<file path="src/design/bfs_visited_filter_banked_unit_assert.svh">
// ---------------------------------------------------------------------------
// Assertion macros for the visited filter block.
// Both macros expect i_clk in the scope where they are used; BVF_ASSERT_RUN also expects i_rst_n.
// ---------------------------------------------------------------------------
`ifndef BFS_VISITED_FILTER_BANKED_UNIT_ASSERT_SVH
`define BFS_VISITED_FILTER_BANKED_UNIT_ASSERT_SVH

`ifndef NO_ASSERTIONS
// Checked only while the block is out of reset.
`define BVF_ASSERT_RUN(lbl, prop, msg) \
    lbl: assert property (@(posedge i_clk) disable iff (!i_rst_n) prop) else $error(msg);
// Checked at every clock edge, reset included.
`define BVF_ASSERT_ALWAYS(lbl, prop, msg) \
    lbl: assert property (@(posedge i_clk) prop) else $error(msg);
`else
`define BVF_ASSERT_RUN(lbl, prop, msg)
`define BVF_ASSERT_ALWAYS(lbl, prop, msg)
`endif

`endif

</file>
<file path="src/design/bvf_pkg.sv">
// ---------------------------------------------------------------------------
// bvf_pkg
// Shared types, opcodes and constants of the visited filter block.
// ---------------------------------------------------------------------------
`default_nettype none

package bvf_pkg;

    // Fixed field widths.
    localparam int ID_W      = 16;
    localparam int LANE_W    = 4;
    localparam int CNT_W     = 13;
    localparam int OP_W      = 2;
    localparam int ROW_SHIFT = 4;
    localparam int XW        = ID_W - ROW_SHIFT;   // width of id >> 4
    localparam int MAX_LANES = 16;

    // Parameter defaults.
    localparam int LANES_DEF    = 16;
    localparam int VERTICES_DEF = 65536;

    localparam logic [ID_W-1:0] ID_EMPTY = 16'hFFFF;

    // Command opcodes.
    localparam logic [OP_W-1:0] OP_FILTER = 2'd0;
    localparam logic [OP_W-1:0] OP_CLEAR  = 2'd1;
    localparam logic [OP_W-1:0] OP_LEVEL  = 2'd2;

    // Input transaction.
    typedef struct packed {
        logic [OP_W-1:0] op;
        logic [63:0]     ids_lanes_0_to_3;
        logic [63:0]     ids_lanes_4_to_7;
        logic [63:0]     ids_lanes_8_to_11;
        logic [63:0]     ids_lanes_12_to_15;
    } t_cmd;

    // Result transaction.
    typedef struct packed {
        logic [ID_W-1:0]   vertex_id;
        logic [LANE_W-1:0] lane;
        logic [CNT_W-1:0]  lane_count;
        logic              last;
    } t_result;

    // Side band that travels with one lane through the row pipeline.
    typedef struct packed {
        logic              act;   // slot holds a lane
        logic              fin;   // final lane of the batch
        logic              vld;   // id is not an empty slot
        logic [LANE_W-1:0] lane;
        logic [ID_W-1:0]   id;
    } t_tag;

    // Control from the sequencer to the result stage.
    typedef struct packed {
        logic hit;       // lane found a new vertex
        logic tail;      // batch done, release the held result
        logic clr_cnt;   // zero all lane counters
    } t_emit_ctl;

endpackage

`default_nettype wire

</file>
<file path="src/design/bvf_row_mod.sv">
// ---------------------------------------------------------------------------
// bvf_row_mod
// Three-stage pipeline that reduces id >> 4 modulo the bank depth.
// ---------------------------------------------------------------------------
`default_nettype none

module bvf_row_mod #(
    parameter int BANK_ROWS = 4096
) (
    input  wire logic                         i_clk,
    input  wire logic                         i_rst_n,
    input  wire bvf_pkg::t_tag                i_tag,
    input  wire logic [bvf_pkg::XW-1:0]       i_x,
    output bvf_pkg::t_tag                     o_tag,
    output logic      [$clog2(BANK_ROWS)-1:0] o_row
);

    localparam int XW     = bvf_pkg::XW;
    localparam int ROW_AW = $clog2(BANK_ROWS);
    localparam int MW     = ((XW > ROW_AW) ? XW : ROW_AW) + 1;
    // Reciprocal scaled by 2^XW; the quotient estimate is low by at most one.
    localparam int RECIP  = (1 << XW) / BANK_ROWS;
    localparam int RW     = (RECIP > 0) ? $clog2(RECIP + 1) : 1;

    bvf_pkg::t_tag   r_tag1, r_tag2, r_tag3;
    logic [XW-1:0]   r_x1, r_x2;
    logic [RW-1:0]   r_q1;
    logic [MW-1:0]   r_p2;
    logic [ROW_AW-1:0] r_row3;

    logic [XW+RW-1:0] prod1;
    logic [MW-1:0]    diff3;
    logic [MW-1:0]    corr3;

    // Quotient estimate, then back multiply, then remainder with one correction.
    assign prod1 = (XW+RW)'(i_x) * (XW+RW)'(RECIP);
    assign diff3 = MW'(r_x2) - r_p2;
    assign corr3 = (diff3 >= MW'(BANK_ROWS)) ? (diff3 - MW'(BANK_ROWS)) : diff3;

    always_ff @(posedge i_clk) begin
        if (!i_rst_n) begin
            r_tag1 <= '0;
            r_tag2 <= '0;
            r_tag3 <= '0;
        end else begin
            r_tag1 <= i_tag;
            r_tag2 <= r_tag1;
            r_tag3 <= r_tag2;
        end
    end

    // Datapath registers carry no reset.
    always_ff @(posedge i_clk) begin
        r_x1   <= i_x;
        r_q1   <= prod1[XW+RW-1:XW];
        r_x2   <= r_x1;
        r_p2   <= MW'(r_q1) * MW'(BANK_ROWS);
        r_row3 <= corr3[ROW_AW-1:0];
    end

    assign o_tag = r_tag3;
    assign o_row = r_row3;

endmodule

`default_nettype wire

</file>
<file path="config.mk">
export PLATFORM = sky130hd
export DESIGN_NAME = bvf_row_mod
export DESIGN_NICKNAME = d
export VERILOG_FILES = /design/src/design/bfs_visited_filter_banked_unit_assert.svh /design/src/design/bvf_pkg.sv /design/src/design/bvf_row_mod.sv
export SDC_FILE = /design/constraint.sdc
export NUM_CORES = 1
export LEC_CHECK = 0
export BUFFER_PORTS_ARGS = -buffer_cell sky130_fd_sc_hd__clkbuf_2
export CAP_MARGIN = 15
export CORE_UTILIZATION = 49
export DETAILED_ROUTE_END_ITERATION = 10
export PLACE_DENSITY = 0.76
export SKIP_LAST_GASP = 1
export SLEW_MARGIN = 10
export SYNTH_ARGS = -nofsm -noshare
export SYNTH_HDL_FRONTEND = slang
export SYNTH_SLANG_ARGS = --single-unit
</file>
<file path="constraint.sdc">
create_clock -name i_clk -period 0.8 [get_ports i_clk]
set_input_delay 0.04 -clock i_clk [delete_from_list [all_inputs] [get_ports i_clk]]
set_output_delay 0.04 -clock i_clk [all_outputs]
set_load 0.005 [all_outputs]
</file>
=== Yosys cells after proc, flatten, opt, wreduce, memory -nomap -nowiden ===
Index checks and enable logic that the tools add are counted.

* $add $sub $neg: 1
* Multipliers: 0
* Div/mod/pow operators: 0
* Order comparisons: 1
* Eq/ne operators: 0
* Shifts and indexed selects: 0
* Mux-type cells: 1
* Bitwise gates (word level): 0
* Reduce and logical (&&, ||, !) cells: 0

{| class="wikitable"
|+ Operators by type and width
! operator !! number
|-
| $ge 12x13->1 const B || 1
|-
| $mux 12 || 1
|-
| $sub 12x1->12 const B || 1
|}

* Bits in registers: 105
* Bits in latches: 0
* RAM bits: 0
* Memory bits (read-only): 0
* Word-level logic and storage cells: 21
* Memories kept: 0

=== Depth between registers and ports, before layout ===
* Depth in word-level cells: 2
* Gate-level depth with buffers: 3

=== Worst setup path after synthesis ===
OpenSTA, ideal clock, no wires.

* Path type: register to register
* Start point: register r_tag2[15] in the netlist's numbering
* End point: register r_tag3, in the netlist o_tag[15]
* Library setup time: 0.116 ns
* Arrival time: 0.434 ns
* Data required time: 0.684 ns
* Setup slack: 0.250 ns
* Stages on the path, launching flop included: 2
* Path buffers: 0
* Cell sequence: dfxtp_1 > and2_2

{| class="wikitable"
|+ RTL lines
! item !! RTL line !! RTL
|-
| from (decl) || bvf_row_mod.sv:25 || <nowiki>bvf_pkg::t_tag r_tag1, r_tag2, r_tag3;</nowiki>
|-
| from (signal assigned) || bvf_row_mod.sv:47 || <nowiki>r_tag2 <= r_tag1;</nowiki>
|-
| to (signal assigned) || bvf_row_mod.sv:48 || <nowiki>r_tag3 <= r_tag2;</nowiki>
|-
| to (decl) || bvf_row_mod.sv:25 ||
|}

No word-level cell between the ends.

=== Worst setup path in the final report ===
* Start point: register r_row3[5] (netlist: o_row[5])
* End point: output o_row[5]

{| class="wikitable"
|+ RTL lines
! item !! RTL line !! RTL
|-
| from (decl) || bvf_row_mod.sv:29 || <nowiki>logic [ROW_AW-1:0] r_row3;</nowiki>
|-
| from (signal assigned) || bvf_row_mod.sv:58 || <nowiki>r_row3 <= corr3[ROW_AW-1:0];</nowiki>
|-
| to (decl) || bvf_row_mod.sv:15 || <nowiki>output logic [$clog2(BANK_ROWS)-1:0] o_row</nowiki>
|}

No word-level cell between the ends.

==> results.json <==
{
  "finalCritPeriodShare": 1.02,
  "floorplan.initialDensity": 0.509,
  "max_freq_mhz": 1230,
  "totalWireLength_um": 3720,
  "hp-class": "primary input to flop",
  "root_buffer": "clkbuf_8",
  "finalCriticalPeriod_ns": 0.813,
  "portBuffers": 71,
  "ys_warn_count": 0,
  "cts_tree": "yes",
  "die_h_um": 74.9,
  "cts_made_buffers": 9,
  "gr-total-overflow": 0,
  "core_um2": 5110,
  "violations": "setup timing",
  "vias": 1469,
  "htreeDepth": 3,
  "synth_area_um2": 2600,
  "max-cap-violations": 0,
  "netlist_instances": 181,
  "cp_slowest_stage_delay_ns": 0.33,
  "wl_per_cell_um": 10.1,
  "rows": 26,
  "critical_path_required_ns": 0.76,
  "hold_violations": 0,
  "seq_area_frac_synth": 0.808,
  "areaGrowthSynthToFinish_pct": 43.0,
  "grt_first_pass_wirelength_um": 5270,
  "cp_cell_sequence": "buf_6",
  "drtIter0Drc": 39,
  "dr.pass1.iters": 3,
  "grt_usage": 0.134,
  "grt_max_degree": 37,
  "n_antenna_cell": 0,
  "startpoint_type": "flop",
  "rsz0062_at_grt": "yes",
  "slew_headroom": 0.863,
  "grt_pass1_vias": 1287,
  "drcViolationCount": 0,
  "dieArea_um2": 5600,
  "peakVddDrop_v": 0.00182,
  "cp_slowest_cell": "dfxtp_2",
  "crit_family": "flip-flops",
  "cp_max_fo": 1,
  "fin_ws_ns": -0.0135,
  "clockBufferDepth": 2,
  "antenna_found_initial": 0,
  "p_leak_nw": 1.69,
  "report.final.slew_viol_count": 0,
  "ant_nets": 0,
  "die_w_um": 74.9,
  "via_per_inst": 3.99,
  "cts.sinks": 105,
  "synthDistinctLibCells": 5,
  "nFillCells": 344,
  "ys_seq_elements": 105,
  "clock_latency_ns": 0.33,
  "fin_hold_ws_ns": 0.140,
  "endpoint_kind": "output pin",
  "fin_skew_ns": 0.00600,
  "status": "finished, violations left",
  "cp_data_arrival_time_ns": 0.77,
  "worst-slew-pin-transition_ns": 0.206,
  "synth_fp_nets": 218,
  "power.density_nw_per_um2": 2550,
  "ios": 72,
  "path_clk_slew_ns": 0.09,
  "gp_congestion": 0.629,
  "syn_avg_cell_area_um2": 14.4,
  "fin_util": 0.728,
  "crit_buf_inv": 1,
  "critPathKind": "flop to output pin",
  "setup_viol": 10,
  "final_nets": 331,
  "layout-drive-gt1-share": 0.416
}
==> metrics by stage <==
stage / TNS, ns / setup slack [ns] / instances / power, W / area (µm²)
after CTS: -0.501 / -0.0288 / 368 / 0.00954 / 3620
final: -0.0404 / -0.0135 / 368 / 0.00947 / 3720
after global routing: -1.53 / -0.0580 / 368 / 0.00992 / 3720
after detailed placement: 0 / 0.123 / 317 / 0.00592 / 3020
after floorplan: 0 / 0.250 / 181 / 0.00575 / 2600
after global placement: 0 / 0.137 / 317 / 0.00591 / 3020
==> layout make-up <==
class,count,area [µm²],share of cell area
tap,70,87.6,0.0236
clock inverter,4,76.3,0.0205
multi-input combinational,69,452,0.121
clock buffer,11,151,0.0407
sequential,105,2130,0.572
timing repair buffer,109,825,0.222
==> layer usage <==
| layer | GRT usage | part of all wire |
|---|---|---|
| met3 | 0.0495 | 0.059 |
| met1 | 0.133 | 0.42 |
| met5 | 0 | 0 |
| met4 | 0.101 | 0.018 |
| met2 | 0.230 | 0.50 |
==> cell usage in the layout (no fill, tap or decap) <==
cell type / count
dfxtp_1: 85
and2_1: 53
clkbuf_2: 47
dlygate4sd3_1: 36
dfxtp_2: 20
and2_2: 16
buf_6: 13
clkbuf_8: 11
buf_2: 11
bufinv_16: 2
clkinv_4: 1
clkinvlp_4: 1
buf_12: 1
buf_4: 1
==> path summary, 6_finish.rpt <==
path,to,startpoint,cells past startpoint,slack (ns)
max,o_row[5],o_row[5],1,-0.01
min,r_tag1[17],i_rst_n,3,0.14
max reg2reg,o_tag[22],r_tag2[22],1,0.22
min reg2reg,o_row[11],r_x2[11],0,0.33
==> cells in the mapped netlist <==
cell type | count | area share
and2_1 | 53 | 0.13
and2_2 | 16 | 0.046
buf_6 | 2 | 0.0087
clkbuf_2 | 5 | 0.0096
dfxtp_1 | 105 | 0.81
==> what timing repair did <==
item / in CTS / in global routing
endpoints found under the hold margin: 35 / 0
hold buffers: 36 / 0
gates resized for setup: 4 / 51
buffers inserted: 0 / 0
endpoints found under the setup margin: 34 / 35
==> flip-flops by register name, indices dropped and copies added (netlist names) <==
signal,flops
r_tag1,23
r_tag2,23
r_x2,12
o_tag,23
o_row,12
r_x1,12
==> power by group <==
| group | total [W] | switching [W] | internal (W) |
|---|---|---|---|
| registers | 0.00552 | 0.0000545 | 0.00546 |
| clock network | 0.00348 | 0.00156 | 0.00192 |
| logic | 0.000469 | 0.000137 | 0.000333 |
==> logic make-up after synthesis <==
| kind of cell | after synthesis | share of synthesized area |
|---|---|---|
| and+or+nand+nor | 69 | 0.174 |
| DFF | 105 | 0.808 |
| buffers and inverters | 7 | 0.0183 |
Note: power is estimated with default switching activity, not from simulation.
