<file path="src/design/bfs_visited_filter_banked_unit_assert.svh">
// ---------------------------------------------------------------------------
// Assertion macros for the visited filter block.
// Both macros expect i_clk in the scope where they are used; BVF_ASSERT_RUN also expects i_rst_n.
// ---------------------------------------------------------------------------
`ifndef BFS_VISITED_FILTER_BANKED_UNIT_ASSERT_SVH
`define BFS_VISITED_FILTER_BANKED_UNIT_ASSERT_SVH

`ifndef NO_ASSERTIONS
// Checked only while the block is out of reset.
`define BVF_ASSERT_RUN(lbl, prop, msg) \
    lbl: assert property (@(posedge i_clk) disable iff (!i_rst_n) prop) else $error(msg);
// Checked at every clock edge, reset included.
`define BVF_ASSERT_ALWAYS(lbl, prop, msg) \
    lbl: assert property (@(posedge i_clk) prop) else $error(msg);
`else
`define BVF_ASSERT_RUN(lbl, prop, msg)
`define BVF_ASSERT_ALWAYS(lbl, prop, msg)
`endif

`endif

</file>
<file path="src/design/bvf_pkg.sv">
// ---------------------------------------------------------------------------
// bvf_pkg
// Shared types, opcodes and constants of the visited filter block.
// ---------------------------------------------------------------------------
`default_nettype none

package bvf_pkg;

    // Fixed field widths.
    localparam int ID_W      = 16;
    localparam int LANE_W    = 4;
    localparam int CNT_W     = 13;
    localparam int OP_W      = 2;
    localparam int ROW_SHIFT = 4;
    localparam int XW        = ID_W - ROW_SHIFT;   // width of id >> 4
    localparam int MAX_LANES = 16;

    // Parameter defaults.
    localparam int LANES_DEF    = 16;
    localparam int VERTICES_DEF = 65536;

    localparam logic [ID_W-1:0] ID_EMPTY = 16'hFFFF;

    // Command opcodes.
    localparam logic [OP_W-1:0] OP_FILTER = 2'd0;
    localparam logic [OP_W-1:0] OP_CLEAR  = 2'd1;
    localparam logic [OP_W-1:0] OP_LEVEL  = 2'd2;

    // Input transaction.
    typedef struct packed {
        logic [OP_W-1:0] op;
        logic [63:0]     ids_lanes_0_to_3;
        logic [63:0]     ids_lanes_4_to_7;
        logic [63:0]     ids_lanes_8_to_11;
        logic [63:0]     ids_lanes_12_to_15;
    } t_cmd;

    // Result transaction.
    typedef struct packed {
        logic [ID_W-1:0]   vertex_id;
        logic [LANE_W-1:0] lane;
        logic [CNT_W-1:0]  lane_count;
        logic              last;
    } t_result;

    // Side band that travels with one lane through the row pipeline.
    typedef struct packed {
        logic              act;   // slot holds a lane
        logic              fin;   // final lane of the batch
        logic              vld;   // id is not an empty slot
        logic [LANE_W-1:0] lane;
        logic [ID_W-1:0]   id;
    } t_tag;

    // Control from the sequencer to the result stage.
    typedef struct packed {
        logic hit;       // lane found a new vertex
        logic tail;      // batch done, release the held result
        logic clr_cnt;   // zero all lane counters
    } t_emit_ctl;

endpackage

`default_nettype wire

</file>
<file path="src/design/bvf_emit.sv">
// ---------------------------------------------------------------------------
// bvf_emit
// Lane counters and result staging; holds one result back to mark the last.
// ---------------------------------------------------------------------------
`default_nettype none

`include "bfs_visited_filter_banked_unit_assert.svh"

module bvf_emit #(
    parameter int LANES = bvf_pkg::LANES_DEF
) (
    input  wire logic                        i_clk,
    input  wire logic                        i_rst_n,
    input  wire bvf_pkg::t_emit_ctl          i_ctl,
    input  wire logic [bvf_pkg::LANE_W-1:0]  i_lane,
    input  wire logic [bvf_pkg::ID_W-1:0]    i_id,
    output logic                             o_strobe,
    output bvf_pkg::t_result                 o_result
);

    localparam int LANE_AW = $clog2(LANES);
    localparam int CNT_W   = bvf_pkg::CNT_W;

    logic [CNT_W-1:0] r_cnt [LANES];
    logic [CNT_W-1:0] n_cnt [LANES];
    bvf_pkg::t_result r_pend, n_pend;
    logic             r_pend_vld, n_pend_vld;
    bvf_pkg::t_result r_out, n_out;
    logic             r_out_vld, n_out_vld;

    logic [CNT_W-1:0] cnt_inc;

    assign cnt_inc = r_cnt[i_lane[LANE_AW-1:0]] + CNT_W'(1);

    // A new hit pushes the held result out; the batch end releases it as last.
    always_comb begin
        n_cnt      = r_cnt;
        n_pend     = r_pend;
        n_pend_vld = r_pend_vld;
        n_out      = r_out;
        n_out_vld  = 1'b0;
        if (i_ctl.clr_cnt) begin
            for (int i = 0; i < LANES; i++) begin
                n_cnt[i] = '0;
            end
        end else if (i_ctl.hit) begin
            n_cnt[i_lane[LANE_AW-1:0]] = cnt_inc;
            if (r_pend_vld) begin
                n_out     = r_pend;
                n_out_vld = 1'b1;
            end
            n_pend.vertex_id  = i_id;
            n_pend.lane       = i_lane;
            n_pend.lane_count = cnt_inc;
            n_pend.last       = 1'b0;
            n_pend_vld        = 1'b1;
        end else if (i_ctl.tail && r_pend_vld) begin
            n_out      = r_pend;
            n_out.last = 1'b1;
            n_out_vld  = 1'b1;
            n_pend_vld = 1'b0;
        end
    end

    // Control state.
    always_ff @(posedge i_clk) begin
        if (!i_rst_n) begin
            for (int i = 0; i < LANES; i++) begin
                r_cnt[i] <= '0;
            end
            r_pend_vld <= 1'b0;
            r_out_vld  <= 1'b0;
        end else begin
            r_cnt      <= n_cnt;
            r_pend_vld <= n_pend_vld;
            r_out_vld  <= n_out_vld;
        end
    end

    // Result payload.
    always_ff @(posedge i_clk) begin
        r_pend <= n_pend;
        r_out  <= n_out;
    end

    assign o_strobe = r_out_vld;
    assign o_result = r_out;

    `BVF_ASSERT_RUN(a_last_drains, (o_strobe && o_result.last) |-> !r_pend_vld, "last result left a held result")
    `BVF_ASSERT_RUN(a_count_nonzero, o_strobe |-> (o_result.lane_count != '0), "result with zero lane count")
    `BVF_ASSERT_RUN(a_hit_tail_excl, !(i_ctl.hit && i_ctl.tail), "hit during batch tail")

endmodule

`default_nettype wire

</file>
<file path="config.mk">
export PLATFORM = sky130hd
export DESIGN_NAME = bvf_emit
export DESIGN_NICKNAME = d
export VERILOG_FILES = /design/src/design/bvf_pkg.sv /design/src/design/bvf_emit.sv
export VERILOG_INCLUDE_DIRS = /design/src /design/src/design
export SDC_FILE = /design/constraint.sdc
export NUM_CORES = 1
export LEC_CHECK = 0
export ABC_AREA = 1
export BUFFER_PORTS_ARGS = -buffer_cell sky130_fd_sc_hd__clkbuf_2
export CAP_MARGIN = 25
export CORE_UTILIZATION = 40
export DETAILED_ROUTE_END_ITERATION = 16
export HOLD_SLACK_MARGIN = 0.1
export REMOVE_ABC_BUFFERS = 1
export SETUP_SLACK_MARGIN = 0.2
export SLEW_MARGIN = 20
export SYNTH_ARGS = -nofsm -noshare
export SYNTH_HDL_FRONTEND = slang
export SYNTH_SLANG_ARGS = --single-unit
</file>
<file path="constraint.sdc">
create_clock -name i_clk -period 3.9 [get_ports i_clk]
set_input_delay 0.585 -clock i_clk [delete_from_list [all_inputs] [get_ports i_clk]]
set_output_delay 0.585 -clock i_clk [all_outputs]
set_load 0.01 [all_outputs]
</file>
; ---- Word-level counts from Yosys, hierarchy flattened
; Index checks and enable logic that the tools add are counted.
[op_classes]
n_addsub = 1
magnitude_cmp = 2
n_eq_ne = 1
mux = 14
bitwise_logic = 3
n_reduce_logical = 7
[op_table]
columns = operator, n
row1 = 208-bit bitwise mux, 1
row2 = 34-bit two-way mux, 3
row3 = 13-bit binary-select mux with 4-bit select, 1
row4 = 13-bit demux with 4-bit select, 1
row5 = 13-bit two-way mux, 3
row6 = 13-bit by 1-bit adder with 13-bit output (second input constant), 1
row7 = 5-bit >= comparator (second input constant), 1
row8 = 5-bit by 1-bit < comparator with 1-bit output (second input constant), 1
row9 = 1-bit two-way mux, 5
row10 = 4-bit inverter with 5-bit output, 1
row11 = 2-bit AND reduction, 2
row12 = 3-bit AND reduction, 1
row13 = 1-bit logical AND, 2
row14 = 2-bit by 1-bit != test with 1-bit output (second input constant), 1
row15 = 1-bit inverter, 2
row16 = 2-bit nonzero test, 1
row17 = 2-bit OR reduction, 1
[word_totals]
reg_bits = 277
output_inout_bits = 35
word_cells = 53

; ---- Logic depth before layout (Yosys ltp)
[logic_depth]
word_depth = 6
ltp_mapped = 21
depth_no_buf = 17

; ---- Worst setup path before layout
; OpenSTA, ideal clock, no wires.
[synth_timing]
kind = input-to-reg
startpoint = input i_lane[0] in the netlist's numbering
endpoint = register r_pend[11] in the netlist's numbering (data pin)
setup_ns = 0.253
arrival_ns = 2.527
required_time_ns = 3.647
slack_ns = 1.119
stages = 19
n_path_buf = 4
path_cell_list = buf_6 > inv_8 > buf_8 > nand2_1 > nand2_1 > nand2_1 > nand2_1 > nand2_1 > nand2_1 > inv_2 > nand2_4 > clkbuf_1 > ha_1 > nand2_1 > nor2_2 > nand3_1 > nand2_2 > buf_4 > nand2_1
[synth_via]
elab_chain_cells = 5
[synth_rtl]
columns = item, line
row1 = start: declaration, bvf_emit.sv:15  ; input wire logic [bvf_pkg::LANE_W-1:0] i_lane,
row2 = 4-bit inverter with 5-bit output (implied by the code), bvf_emit.sv:33  ; assign cnt_inc = r_cnt[i_lane[LANE_AW-1:0]] + CNT_W'(1);
row3 = 13-bit binary-select mux with 4-bit select, bvf_emit.sv:33
row4 = 13-bit two-way mux (implied by the code) (2 in series), bvf_emit.sv:33
row5 = 13-bit by 1-bit adder with 13-bit output, bvf_emit.sv:33
row6 = named net cnt_inc[10], bvf_emit.sv:31  ; logic [CNT_W-1:0] cnt_inc;
row7 = end signal: assignment, bvf_emit.sv:82  ; r_pend <= n_pend;
row8 = end: declaration, bvf_emit.sv:26  ; bvf_pkg::t_result r_pend, n_pend;
; The timed path passes the listed nets, and every way through them passes these cells. The select of a mux whose other input is x is not followed.
; A chain may end at the register's enable or synchronous reset.

; ---- Final worst setup path
[layout_timing]
startpoint = input i_lane[0] in the netlist's numbering
endpoint = register r_cnt[49] in the netlist's numbering
[layout_via]
elab_chain_cells = 6
word_cells_on_any_way = 11
classes_between = add/sub (1) / order compare (2) / mux (6) / bitwise (1) / reduce/logical (1)
[layout_rtl]
columns = item, line
row1 = 4-bit inverter with 5-bit output (implied by the code) (*), "bvf_emit.sv:33, bvf_emit.sv:47"
row2 = 13-bit binary-select mux with 4-bit select (tied with other cells), bvf_emit.sv:33
row3 = 13-bit two-way mux (implied by the code) or 1-bit logical AND (tied branches), "bvf_emit.sv:33, bvf_emit.sv:47"
row4 = "13-bit two-way mux, on equally long branches", "bvf_emit.sv:33, bvf_emit.sv:47"
row5 = 13-bit by 1-bit adder with 13-bit output or 13-bit demux with 4-bit select (tied branches), "bvf_emit.sv:33, bvf_emit.sv:47"
row6 = 208-bit bitwise mux (*), bvf_emit.sv:47  ; n_cnt[i_lane[LANE_AW-1:0]] = cnt_inc;
row7 = end signal: assignment, bvf_emit.sv:74  ; r_cnt <= n_cnt;
row8 = end: declaration, bvf_emit.sv:24  ; logic [CNT_W-1:0] r_cnt [LANES];
; Every way passes the cells marked *; elsewhere a longest branch is shown, timed or not. The select of a mux whose other input is x is not followed.

==> results.md <==
- Max Cap Viol: 0
- First-pass GRT wire length: approximately 59000 um
- Largest stage delay on the critical path: 440 ps
- CTS H-tree depth: 1
- Critical Path RT: between 4000 and 5000 ps
- CP Max Fanout: 74
- FP Rows: 65
- Clock Skews: 14.9 ps
- Clk_lat worst skew: 570 ps
- Mapped Area: about 0.013 mm^2
- Max Slew Vio Count: 0
- Total track usage: 22.7%
- Actual slew at the worst max-slew pin: roughly 930 ps
- VDD IR max: 0.000292 V
- Post-route ant nets: 0
- PostCTS Resize Cnt: 0
- Via density: about 4.8
- CP Launch Type: input port
- Area Overhead vs Synth: 13.0%
- Post-route DRC: 0
- Post CTS Setup Buffer Count: 0
- Filler cell count: 3259
- Final setup viols: 0
- Clock root cell: clkbuf_16
- Largest net degree at the start of global routing: 75
- Vias in the first global route: 10600
- Via Count: 11300
- Fmax: about 350 MHz
- Sequential-to-total area share from yosys stat: 47.7%
- WL per Instance: 16.0 um
- Synthesized area per cell: 7.10 um^2
- Cell mode on critical path: nand2_1
- Commonest non-fill, non-tap cell in the layout: nand2_1
- Worst EP arrival: between 3000 and 4000 ps
- Nets: 1900
- Hold Crit Class: in -> reg
- TritonCTS buffer count: 30
- Port Buffers: slightly below 60
- Initial antenna violation count: 0
- Ports: 60
- Crit path max-delay family: simple AND/OR/NAND/NOR gates
- Final Cell Area: 0.0147 mm^2
- Ys Warns: 0
- Slew HR: around two fifths
- Die area: 0.0333 mm^2
- FF/Latch Area: around 0.0062 mm^2
- PwrDens: roughly 430 mW/mm^2
- Maximum buffer depth of the clock tree: 3
- GP Congestion: 0.953
- Worst path buffer plus inverter count: 4
- Final hold vios: 0
- Critical Path End Type: flop
- Placed inst area: 0.0136 mm^2
- Leak: 0.00722 uW
- Critical Path Slowest Stage Cell: nand3_2
- Initial drt markers: 980
- Fin crit share: between 70% and 80%
- Synth Instances: 1834
- Cts hold-fix bufs: 0
- Most frequent cells in the layout: nand2_1, nor2_1, inv_1, dfxtp_1, o21ai_0
- Clock transition at path regs: roughly 60 ps
- Multi-input gate area: ~0.0052 mm^2
- Gr ovfl total: 0
- # diodes: 0
- CTS tree: built
- Width of the die: 182 um
- Setup TNS: 0 ps
- Setup CP Type: in -> reg
- Seq cells post-synth: roughly 280
- Final worst path period need: 2840 ps
- RSZ-0062 raised after global routing: false
- Core footprint: approximately 0.032 mm^2
- Die H: 182 um
- Share of cells above drive strength 1: 11.4%
- DR pass1 iterations: 5
- Starting Density: 41.0%
- Total number of clock tree sinks: between 200 and 300
- Cell variety after synth: 31
- Drt total wl: 37400 um
- Status: complete, no violations
- Post-DP HPWL: 23800 um
- CP Cell Sequence: buf_4 -> inv_8 -> nand2_1 -> nand2_1 -> nand2_1 -> nand2_1 -> nand2_1 -> nand2_1 -> inv_1 -> nand2_1 -> ha_1 -> nand3_2 -> nor2_4 -> nand3_2 -> nand3_1 -> nand2_1 -> inv_1
metrics by stage:
stage               std cells  utilization (%)  power, uW  hold slack [ps]  setup slack [ps]
detailed placement       2277             42.9       3360              405               569
global placement         2277             42.9       3350              400               563
CTS                      2333             46.3       6390              173              1120
floorplan                1739                -       3200              400             -1560
finish                   2333             46.3       6340              196              1060
global route             2333             46.3       6530              169               786
cells in the mapped netlist:
cell type  instances  area (um^2)
nor2_4             2         22.5
o21ai_1           49          245
o21ai_0          139          696
nand4_1            2         12.5
ha_1               1         12.5
inv_1            245          920
nand2_4            2         22.5
clkbuf_1          29          109
buf_4             12         90.1
nand3_4            1         17.5
buf_12             2         40.0
o21bai_1          12         90.1
dfxtp_1          210         4200
a21oi_1           70          350
inv_8              1         11.3
nand3_2           14          140
buf_8              1         15.0
nand3_1           44          220
inv_2             12         45.0
xor2_1             1         8.76
buf_2             27          135
nand2_1          542         2030
nor2_1           287         1080
clkinv_1           4         15.0
edfxtp_1          67         2010
nor2_2            14         87.6
buf_1              3         11.3
xor2_2             2         32.5
nand2_2           10         62.6
buf_6             21          236
o22ai_1            8         50.1
path summary, 6_finish.rpt:
kind	startpoint	cells past startpoint	slack, ps	to
worst max-delay path	i_lane[0]	17	1060	r_cnt[49]$_SDFFE_PP0P_
worst min-delay path	i_id[9]	1	200	r_pend[27]$_DFFE_PP_
worst max register to register	r_cnt[52]$_SDFFE_PP0P_	15	1540	r_cnt[49]$_SDFFE_PP0P_
worst min register to register	r_pend[21]$_DFFE_PP_	0	420	o_result[21]$_DFFE_PP_
cells by family after synthesis:
| kind of cell | count (synthesis) | synth area share (%) |
|---|---|---|
| AOI/OAI and AO/OA | 278 | 11.0 |
| buffers and inverters | 357 | 12.5 |
| DFF | 277 | 47.7 |
| and+or+nand+nor | 918 | 28.4 |
| xor gates and xnor gates | 3 | 0.317 |
| adders and majority gates | 1 | 0.0960 |
layout make-up:
cell class,instances,share of cell area (%)
inverter,262,6.75
multi-input combinational,1200,35.4
tap,435,3.70
clock buffer,39,5.74
clock inverter,17,1.58
sequential,277,42.2
timing repair buffer,103,4.61
worst reg2reg max path, stage by stage, from the launching register on:
cell and delay (ps):
dfxtp_1 330, nand2_1 60, nand2_1 80, nand2_1 50, nand2_1 130, nand2_1 70
nand2_1 80, inv_2 40, nand2_4 100, ha_1 230, nand3_2 160, nor2_4 190
nand3_2 440, nand3_1 230, nand2_1 70, inv_1 40
registers in the layout, indices dropped and copies added (netlist names):
signal      count
r_pend_vld      1
o_strobe        1
r_pend         33
r_cnt         208
o_result       34
where the power goes:
part           total, uW  switching [uW]  internal (uW)
sequential          3000            14.6           2990
combinational        293             223           70.4
clock               3050            1190           1860
routing by layer:
metal / track usage [%] / up-vias / wire (um)
met5: 0 / - / 0
met4: 6.92 / 0 / 1110
met3: 4.17 / 74 / 2580
met2: 37.1 / 373 / 16700
met1: 30.4 / 5166 / 17000
li1: - / 5695 / -
Note: power is estimated with default switching activity, not from simulation.
